### config.mk
export PLATFORM = sky130hd
export DESIGN_NAME = fspa_ram
export DESIGN_NICKNAME = d
export VERILOG_FILES = /design/src/fspa_ram.sv
export SDC_FILE = /design/constraint.sdc
export NUM_CORES = 1
export LEC_CHECK = 0
export ABC_CLOCK_PERIOD_IN_PS = 3800
export BUFFER_PORTS_ARGS = -buffer_cell sky130_fd_sc_hd__buf_4
export CORE_UTILIZATION = 65
export CTS_CLUSTER_DIAMETER = 40
export DETAILED_ROUTE_END_ITERATION = 8
export HOLD_SLACK_MARGIN = 0.05
export PLACE_DENSITY = 0.81
export SLEW_MARGIN = 0
export SYNTH_ARGS = -nofsm -noshare
export SYNTH_HDL_FRONTEND = slang
export SYNTH_SLANG_ARGS = --single-unit
export TNS_END_PERCENT = 30
### constraint.sdc
create_clock -name clk_i -period 3.8 [get_ports clk_i]
set_input_delay 1.14 -clock clk_i [delete_from_list [all_inputs] [get_ports clk_i]]
set_output_delay 1.14 -clock clk_i [all_outputs]
set_load 0.1 [all_outputs]
### src/fspa_ram.sv
// Generic single-write, single-read synchronous RAM with registered read data.
// No dependencies.
module fspa_ram #(
  parameter int unsigned WIDTH = 8,
  parameter int unsigned DEPTH = 16
) (
  input  logic                     clk_i,
  input  logic                     we_i,
  input  logic [$clog2(DEPTH)-1:0] waddr_i,
  input  logic [WIDTH-1:0]         wdata_i,
  input  logic                     re_i,
  input  logic [$clog2(DEPTH)-1:0] raddr_i,
  output logic [WIDTH-1:0]         rdata_o
);

  logic [WIDTH-1:0] mem [DEPTH];

  always_ff @(posedge clk_i) begin
    if (we_i) begin
      mem[waddr_i] <= wdata_i;
    end
    if (re_i) begin
      rdata_o <= mem[raddr_i];
    end
  end

endmodule

Yosys cells after proc, flatten, opt, wreduce, memory -nomap -nowiden
Memories as Yosys holds them, arrays and structs flattened. A register that Yosys moved wholly into a read port is not among the register bits.
Cells that the tools add are included.
Widths: inputs -> output; s select.
{"block": "op_classes", "muxes": 2}
{"op": "$mux 1", "n": 2}
{"block": "word_totals", "input_bits": 19, "output_inout_bits": 8, "mem_bits_rw": 128, "mem_count": 1, "elab_cells": 3, "register_bits": 0}
{"memory": "mem", "words": 16, "word_bits": 8, "read_ports": 1, "rd_ports_with_merged_regs": 1, "wr": 1, "line_no": "16", "rtl": "logic [WIDTH-1:0] mem [DEPTH];"}

Logic depth before layout (Yosys ltp)
Gate-level depths: netlist of run 1.
{"block": "depth", "depth_word": 2, "depth_mapped": 5, "ltp_nobuf": 3}

Worst setup path before layout of run 1
OpenSTA, ideal clock, no wires.
{"block": "synth_path", "path_type": "input to register", "startpoint": "input waddr_i[2]", "endpoint": "memory mem[0][0], enable pin", "path_buffers": 0, "required_ps": 3417, "stages": 2, "setup_slack_ps": 1167, "setup_ps": 383, "t_arrival_ps": 2250, "path_cell_list": "or3b_2 -> nor3_1"}
{"element": "start, declared", "line_no": "9", "rtl": "input logic [$clog2(DEPTH)-1:0] waddr_i,"}
{"element": "end, declared", "line_no": "16"}
Straight into the memory's write port.

==> results of run 1 <==
==> flip-flops by register name, indices dropped and copies added (netlist names) <==
name and count:
rdata_o 8, mem 128
==> Yosys cell counts (all sizes together) <==
library cell	count	area, sq um
nand3	1	5.00
nand2	9	33.8
nor2b	1	6.26
nor2	13	48.8
mux4	32	773
nor3	4	20.0
nand2b	2	12.5
or3b	1	8.76
edfxtp	136	4080
and2b	1	7.51
nand3b	2	15.0
clkdlybuf4s25	3	30.0
buf	7	56.3
a22oi	16	120
and2	1	6.26
==> per-stage QoR <==
step / total power, mW / instances / setup WS (ns) / utilization [%] / hold WS [ns]
6_report: 3.56 / 382 / 1.38 / 78.4 / 0.767
5_1_grt: 3.65 / 382 / 1.29 / 78.4 / 0.813
4_1_cts: 3.57 / 382 / 1.38 / 78.4 / 0.777
3_5_place_dp: 1.94 / 351 / 0.856 / 70.7 / 0.750
3_3_place_gp: 1.93 / 351 / 0.872 / 70.7 / 0.727
2_1_floorplan: 1.87 / 229 / 1.17 / - / 0.705
==> tightest hold or removal path: stages, from the launching register on <==
cell and delay, ns:
edfxtp_1 0.32, mux4_2 0.24, a22oi_1 0.06, nand2_1 0.05
==> how the worst max path moves through the flow <==
stage | end | slack [ns] | depth (start not counted)
after global routing | rdata_o[4]$_DFFE_PP_ | 1.29 | 4
after global placement | rdata_o[4]$_DFFE_PP_ | 0.87 | 4
final | rdata_o[4]$_DFFE_PP_ | 1.38 | 4
after floorplan | mem[0][0]$_DFFE_PP_ | 1.17 | 2
after CTS | rdata_o[4]$_DFFE_PP_ | 1.38 | 4
after detailed placement | rdata_o[0]$_DFFE_PP_ | 0.86 | 4
==> power breakdown <==
group	switching [mW]	internal, mW	leakage (nW)
logic	0.138	0.0685	0.516
clock network	0.597	1.05	0.283
registers	0.0117	1.69	1.24
==> cells in the final DEF (no fill, tap or decap), types with 9 or more instances in the layout <==
master / count
a22oi_1: 16
buf_4: 30
clkbuf_16: 16
edfxtp_1: 136
mux4_1: 14
mux4_2: 18
nand2_1: 9
nor2_1: 13
==> routing by layer <==
metal	global-route usage (%)	wire length, microns
met1	38.0	4090
met2	41.1	5050
met3	7.71	925
met4	11.4	186
met5	0	0
==> cells by family (layout without fill, tap and decap cells) <==
family / Yosys count / in the layout / share of synthesized area, %
multiplexers: 32 / 32 / 14.8
AND/OR/NAND/NOR: 35 / 35 / 3.14
flip-flops: 136 / 136 / 78.1
buffers and inverters: 10 / 61 / 1.65
AO/OA/AOI/OAI: 16 / 16 / 2.30
==> layout make-up <==
type / count / share of cell area, %
tap: 102 / 2.10
sequential: 136 / 67.1
multi-input combinational: 83 / 17.4
clock buffer: 17 / 6.80
clock inverter: 14 / 3.00
timing repair buffer: 30 / 3.70
==> impl_metrics.py, run 1 <==
metrics = {
    "status": {
        "status": "complete, no violations",
    },
    "power_and_ir_drop": {
        "cellPowerDensity_nw_per_um2": 584,
        "p_leak_nw": 2.04,
        "ir_drop_mv": 0.450,
    },
    "routing": {
        "routedWlPerCell_microns": 26.9,
        "dr_total_vias": 2529,
        "drt_first_iter_violations": 248,
        "route.detailed.drc": 0,
        "routed_via_density": 6.62,
        "wl_mm": 10.3,
        "drt-pass1-iter-count": 5,
        "ant_nets": 0,
    },
    "critical_path": {
        "critPathMaxFanout": 32,
        "critPathMaxStageDelay_ns": 0.65,
        "critPathBufInv": 1,
        "worst-r2r-cell-count": 3,
        "worst_ep_arrival_time_ns": 2.68,
        "cp.required_ns": 4.06,
        "worstPathCellList": "buf_4 > mux4_1 > a22oi_1 > nand2_1",
        "crit_start": "raddr_i[0]",
        "start_kind": "input pin",
        "reg2reg_to": "rdata_o[5]$_DFFE_PP_",
        "cp_top_family": "multiplexers",
        "r2r-start": "mem[0][5]$_DFFE_PP_",
        "cp-end-kind": "flip-flop",
        "critPathSlowestCell": "mux4_1",
        "worstSetupPathType": "input pin to flip-flop",
        "r2r_slack_ns": 2.25,
    },
    "yosys": {
        "synthesis.area_sq_um": 5230,
        "yosysWarnings": 0,
        "postSynthCellCount": 229,
        "synthDistinctLibCells": 18,
        "avgSynthCellArea_sq_um": 22.8,
        "ys_seq_area_share_pct": 78.1,
        "synth_nets": 248,
        "ys_seq_elements": 136,
    },
    "timing": {
        "rsz0062_at_grt": "false",
        "final_max_slew_viol_count": 0,
        "max_freq_mhz": 413,
        "hold_viol": 0,
        "min_period_over_period_pct": 63.7,
        "finalSetupViolCount": 0,
        "slew_headroom_pct": 34.9,
        "worstMarginPinSlew_ns": 0.973,
        "skew_ns": 0.00463,
        "setup_tns_ns": 0,
        "min_period_ns": 2.42,
    },
    "global_route": {
        "grt_pass1_wl_mm": 15.3,
        "gr-total-overflow": 0,
        "grt_pass1_vias": 2601,
        "grt_usage_pct": 27.1,
        "grt_max_degree": 33,
        "antenna_found_initial": 0,
    },
    "placed_design": {
        "place_area_sq_um": 5490,
        "io_buffer_count": 26,
        "place_congestion": 0.698,
        "dpl.hpwl_mm": 5.76,
    },
    "final_layout": {
        "syn_to_final_growth_pct": 16.5,
        "fin_area_sq_um": 6090,
        "antennaDiodeCount": 0,
        "seqCellArea_sq_um": 4080,
        "n_fill_cell": 401,
        "drive_gt1_share_pct": 28.2,
        "multi_input_area_sq_um": 1060,
        "nets": 287,
    },
    "min_path": {
        "hp-start": "mem[13][1]$_DFFE_PP_",
        "worstHoldPathCells": 3,
        "hp-class": "flip-flop to flip-flop",
        "whs_endpoint": "rdata_o[1]$_DFFE_PP_",
    },
    "floorplan": {
        "core_area_sq_um": 7770,
        "dieArea_sq_um": 8410,
        "fp-row-count": 32,
        "io_pins": 27,
        "die_x_microns": 91.7,
        "die_y_microns": 91.7,
        "initial_core_util_pct": 67.3,
    },
    "clocking": {
        "cts.path.max_buffers": 2,
        "cts_root_buf": "clkbuf_8",
        "cts.repair.resized": 0,
        "cts_tree": "yes",
        "numCtsBuffers": 17,
        "hold_buffers": 0,
        "htree_levels": 4,
        "clkSlewWorstSetupHoldPaths_ns": 0.06,
        "clkLatencyLatePin_ns": 0.51,
        "post_cts.repair.setup_buffers": 0,
        "cts_sinks": 136,
    },
    "flow_run": {
        "max-cap-violations": 0,
    },
}
Note: power is estimated with default switching activity, not from simulation.
==> inputs of run 2 (changes only) <==
Settings changed: ABC_CLOCK_PERIOD_IN_PS 3800 to 2430, CORE_UTILIZATION 65 to 60, PLACE_DENSITY 0.81 to 0.75.
Clock period 3.8 ns to 2.43 ns, I/O delays scaled along.
==> run 2 against run 1 <==
- clock power rose by 60%
- critical path depth fell by 3
- sequential power rose by 56%
- combinational power rose by 66%
- worst setup slack got worse by 0.91 ns
- utilization fell by 3.0 points
- cell count rose by 5.8%
- total power rose by 59%
- clock-buffer cell count rose by 1
- largest power group unchanged
==> impl_metrics.py, run 2 (same netlist as run 1, synthesis figures left out) <==
metrics = {
    "routing": {
        "routedWlPerCell_microns": 25.5,
        "route.detailed.drc": 0,
        "routed_via_density": 6.34,
        "ant_nets": 0,
        "drt_first_iter_violations": 197,
        "wl_mm": 10.3,
        "dr_total_vias": 2562,
        "drt-pass1-iter-count": 5,
    },
    "clocking": {
        "cts_tree": "yes",
        "cts.repair.resized": 0,
        "clkLatencyLatePin_ns": 0.52,
        "cts.path.max_buffers": 2,
        "htree_levels": 4,
        "cts_sinks": 136,
        "hold_buffers": 0,
        "clkSlewWorstSetupHoldPaths_ns": 0.06,
        "numCtsBuffers": 17,
        "cts_root_buf": "clkbuf_8",
        "post_cts.repair.setup_buffers": 0,
    },
    "timing": {
        "max_freq_mhz": 510,
        "worstMarginPinSlew_ns": 0.375,
        "setup_tns_ns": 0,
        "final_max_slew_viol_count": 0,
        "fin_hold_ws_ns": 0.513,
        "skew_ns": 0.00484,
        "finalSetupViolCount": 0,
        "min_period_over_period_pct": 80.7,
        "slew_headroom_pct": 75.0,
        "rsz0062_at_grt": "false",
        "hold_viol": 0,
        "layout_setup_ws_ns": 0.470,
        "min_period_ns": 1.96,
    },
    "final_layout": {
        "nets": 305,
        "final_common_cell": "edfxtp_1",
        "n_fill_cell": 462,
        "final_cell_mix": "136 x edfxtp_1, 45 x buf_4, 18 x mux4_2, 16 x a22oi_1, 16 x clkbuf_16",
        "syn_to_final_growth_pct": 20.2,
        "finalNonFillerCells": 404,
        "reg_top3": "mem (128), rdata_o (8)",
        "largest_register": "mem",
        "antennaDiodeCount": 0,
        "largest_register_ffs": 128,
        "drive_gt1_share_pct": 32.8,
    },
    "critical_path": {
        "worstPathCellList": "buf_4",
        "critPathBufInv": 1,
        "critPathMaxStageDelay_ns": 0.40,
        "critPathMaxFanout": 1,
        "cp-end-kind": "output port",
        "cp_top_family": "flip-flops",
        "worstSetupPathType": "flip-flop to output port",
        "critPathSlowestCell": "edfxtp_1",
        "worst_ep_arrival_time_ns": 1.23,
        "start_kind": "flip-flop",
        "cp.required_ns": 1.70,
    },
    "floorplan": {
        "io_pins": 27,
        "dieArea_sq_um": 9090,
        "die_x_microns": 95.3,
        "fp-row-count": 33,
        "die_y_microns": 95.3,
        "initial_core_util_pct": 62.7,
        "core_area_sq_um": 8340,
    },
    "power_and_ir_drop": {
        "p_comb_share_pct": 6.1,
        "pwr-share-clk_pct": 46.8,
        "p_leak_nw": 2.16,
        "cellPowerDensity_nw_per_um2": 899,
        "ir_drop_mv": 0.554,
        "p_sw_mw": 1.21,
        "internal_power_mw": 4.44,
        "switching_share_pct": 21.3,
        "sequentialPowerShare_pct": 47.1,
    },
    "min_path": {
        "hp-class": "input pin to flip-flop",
    },
    "placed_design": {
        "place_congestion": 0.774,
        "post-place-cells": 372,
        "io_buffer_count": 26,
        "dpl.hpwl_mm": 6.12,
        "pre_cts_slack_ns": 0.195,
    },
    "global_route": {
        "grt_usage_pct": 25.6,
        "grt_pass1_wl_mm": 15.0,
        "antenna_found_initial": 0,
        "grt_max_degree": 22,
        "grt_pass1_vias": 2570,
        "gr-total-overflow": 0,
    },
    "flow_run": {
        "max-cap-violations": 0,
    },
    "status": {
        "status": "complete, no violations",
    },
}
[run 2: cell count changes in the layout (fill, tap and decap cells not counted)]
cell	previous run	this run
clkinv_2	4	2
buf_12	0	3
clkbuf_1	0	1
clkinv_1	1	0
inv_6	0	3
buf_4	30	45
clkinvlp_4	4	2
clkinv_4	1	3
[run 2: final timing paths]
check / startpoint / end / slack (ns) / depth (start not counted)
worst min register to register: mem[11][2]$_DFFE_PP_ / rdata_o[2]$_DFFE_PP_ / 0.77 / 3
worst min-delay path: wdata_i[1] / mem[12][1]$_DFFE_PP_ / 0.51 / 1
worst max register to register: mem[1][2]$_DFFE_PP_ / rdata_o[2]$_DFFE_PP_ / 0.89 / 3
worst max-delay path: rdata_o[7]$_DFFE_PP_ / rdata_o[7] / 0.47 / 1
[run 2: power groups by stage]
stage	Combinational [mW]	Clock, mW	Sequential (mW)
after floorplan	0.133	0	2.79
after global placement	0.335	0	2.71
after detailed placement	0.342	0	2.71
after CTS	0.346	2.67	2.66
after global routing	0.363	2.77	2.66
final	0.344	2.64	2.66
[run 2: metal layers]
metal	up-vias	GRT usage [%]	share of wire [%]
li1	1101	-	-
met1	1324	34.0	40
met2	115	40.6	51
met3	22	7.58	7.0
met4	0	9.34	1.8
met5	-	0	0
[run 2: layout make-up]
cell class	count	area [sq um]	area share (%)
sequential	136	4080	65.0
multi-input combinational	83	1060	16.8
clock buffer	18	418	6.65
timing repair buffer	48	398	6.33
clock inverter	14	198	3.14
tap	105	131	2.09
[run 2: metrics by stage]
stage / utilization [%] / instance area, sq um / power (mW)
after floorplan: - / 5230 / 2.92
after global placement: 68.0 / 5670 / 3.04
after detailed placement: 68.0 / 5670 / 3.05
after CTS: 75.4 / 6290 / 5.68
after global routing: 75.4 / 6290 / 5.80
final: 75.4 / 6290 / 5.65
==> inputs of run 3 (changes only) <==
Settings changed: ABC_AREA set to 1, ABC_CLOCK_PERIOD_IN_PS 2430 to 1900, CORE_UTILIZATION 60 to 61, PLACE_DENSITY 0.75 to 0.76.
Clock period 2.43 ns to 1.9 ns, I/O delays scaled along.
==> run 3 against run 2 <==
- synthesized cell count rose by 140%
- synthesized area rose by 12%
- final area rose by 8.9%
- highest routed layer unchanged
- clock skew rose by 0.0011 ns
- worst hold slack got worse by 0.17 ns
- via count rose by 56%
==> impl_metrics.py, run 3 <==
metrics = {
    "critical_path": {
        "cp_top_family": "flip-flops",
        "worst_ep_arrival_time_ns": 1.19,
        "critPathBufInv": 1,
        "cp-end-kind": "output port",
        "crit_start": "rdata_o[6]$_DFFE_PP_",
        "worstPathCellList": "buf_4",
        "worstSetupPathType": "flip-flop to output port",
        "critPathMaxFanout": 1,
        "start_kind": "flip-flop",
        "critPathMaxStageDelay_ns": 0.36,
        "critPathSlowestCell": "edfxtp_1",
        "cp.required_ns": 1.33,
        "r2r-start": "mem[12][5]$_DFFE_PP_",
    },
    "yosys": {
        "synth_nets": 570,
        "yosys.cell_count.top_type": "nand2_1",
        "synth_top_area_share_pct": 69.8,
        "ys_seq_elements": 136,
        "synthTopCellsByArea": "edfxtp_1 70%, nand2_1 11%, nand3_1 8.3%",
        "ys.flop_type": "edfxtp_1",
        "synthArstFlopShare_pct": 0,
        "synth_edf_count": 136,
        "synthesis.area_sq_um": 5850,
        "postSynthCellCount": 551,
        "synth_top_cell_by_area": "edfxtp_1",
        "ys_seq_area_share_pct": 69.8,
        "avgSynthCellArea_sq_um": 10.6,
        "synthDistinctLibCells": 11,
        "synth_commonest_cells": "173 x nand2_1, 136 x edfxtp_1, 100 x inv_1, 97 x nand3_1, 17 x nor2_1",
        "yosysWarnings": 0,
    },
    "global_route": {
        "antenna_found_initial": 0,
        "grt_max_degree": 65,
        "grt_pass1_vias": 3858,
        "gr-total-overflow": 0,
        "grt_pass1_wl_mm": 20.2,
        "grt_usage_pct": 28.0,
    },
    "timing": {
        "setup_tns_ns": 0,
        "worstMarginPinSlew_ns": 0.394,
        "max_freq_mhz": 568,
        "final_max_slew_viol_count": 0,
        "fin_hold_ws_ns": 0.348,
        "hold_viol": 0,
        "skew_ns": 0.00592,
        "min_period_over_period_pct": 92.7,
        "min_period_ns": 1.76,
        "layout_setup_ws_ns": 0.139,
        "slew_headroom_pct": 73.7,
        "finalSetupViolCount": 0,
        "rsz0062_at_grt": "false",
    },
    "final_layout": {
        "final_common_cell": "nand2_1",
        "largest_register": "mem",
        "syn_to_final_growth_pct": 17.1,
        "reg_top3": "mem (128), rdata_o (8)",
        "final_cell_mix": "173 x nand2_1, 136 x edfxtp_1, 100 x inv_1, 97 x nand3_1, 49 x buf_4",
        "drive_gt1_share_pct": 13.4,
        "largest_register_ffs": 128,
        "nets": 617,
        "antennaDiodeCount": 0,
        "finalNonFillerCells": 740,
    },
    "floorplan": {
        "die_x_microns": 99.9,
        "core_area_sq_um": 9280,
        "die_y_microns": 99.9,
        "io_pins": 27,
        "initial_core_util_pct": 63.0,
        "dieArea_sq_um": 9980,
        "fp-row-count": 35,
    },
    "placed_design": {
        "pre_cts_slack_ns": 0.133,
        "dpl.hpwl_mm": 7.64,
        "io_buffer_count": 26,
        "post-place-cells": 708,
        "place_congestion": 0.844,
    },
    "flow_run": {
        "max-cap-violations": 0,
    },
    "clocking": {
        "cts_sinks": 136,
        "clkLatencyLatePin_ns": 0.52,
        "hold_buffers": 0,
        "cts.path.max_buffers": 2,
        "cts_root_buf": "clkbuf_8",
        "numCtsBuffers": 17,
        "cts.repair.resized": 0,
        "post_cts.repair.setup_buffers": 0,
        "cts_tree": "yes",
        "htree_levels": 4,
        "clkSlewWorstSetupHoldPaths_ns": 0.06,
    },
    "routing": {
        "dr_total_vias": 3992,
        "wl_mm": 12.7,
        "routedWlPerCell_microns": 17.1,
        "drt-pass1-iter-count": 5,
        "drt_first_iter_violations": 315,
        "route.detailed.drc": 0,
        "ant_nets": 0,
        "routed_via_density": 5.39,
    },
    "power_and_ir_drop": {
        "p_leak_nw": 2.98,
        "cellPowerDensity_nw_per_um2": 1040,
        "ir_drop_mv": 0.621,
        "p_total_mw": 7.13,
    },
    "min_path": {
        "hp-class": "input pin to flip-flop",
        "hp-start": "re_i",
    },
    "status": {
        "status": "complete, no violations",
    },
}
## run 3: final cells by class
class,count,area (sq um)
Tap cell,129,161
Sequential cell,136,4080
Fill cell,599,2440
Timing Repair Buffer,52,428
Inverter,102,383
Multi-Input combinational cell,289,1210
Clock inverter,13,154
Clock buffer,19,422
## run 3: kinds of logic (layout without fill, tap and decap cells)
| kind of cell | after synthesis | after routing | synth area share [%] |
|---|---|---|---|
| and+or+nand+nor | 289 | 289 | 20.8 |
| DFF | 136 | 136 | 69.8 |
| buffers and inverters | 126 | 186 | 9.39 |
## run 3: worst register-to-register path, delay by kind of cell (launching register included)
family | cells | cell delay (ns)
flops | 1 | 0.39
simple gates | 6 | 0.55
## run 3: per-stage QoR
step           instance area, sq um  util (%)
3_3_place_gp                   6270      67.5
5_1_grt                        6850      73.7
6_report                       6850      73.7
3_5_place_dp                   6270      67.5
4_1_cts                        6850      73.7
2_1_floorplan                  5850         -
## run 3: report_power, final
part	switching, mW	internal, mW	leakage, nW
clock	1.20	1.99	0.277
sequential	0.0180	3.38	1.24
combinational	0.395	0.149	1.47
## run 3: path summary, 6_finish.rpt
path                               end  slack, ns  cells after the start
setup / recovery            rdata_o[6]       0.14                      1
hold / removal    rdata_o[7]$_DFFE_PP_       0.35                      1
setup reg to reg  rdata_o[5]$_DFFE_PP_       0.70                      6
hold reg to reg   rdata_o[7]$_DFFE_PP_       0.74                      6
## run 3: per-layer routing
metal  part of all wire [%]  track usage, %  vias up
met1                     42            38.4     1893
met2                     47            43.2      197
li1                       -               -     1875
met5                      0               0        -
met4                    2.4            11.2        0
met3                    8.6            7.59       27
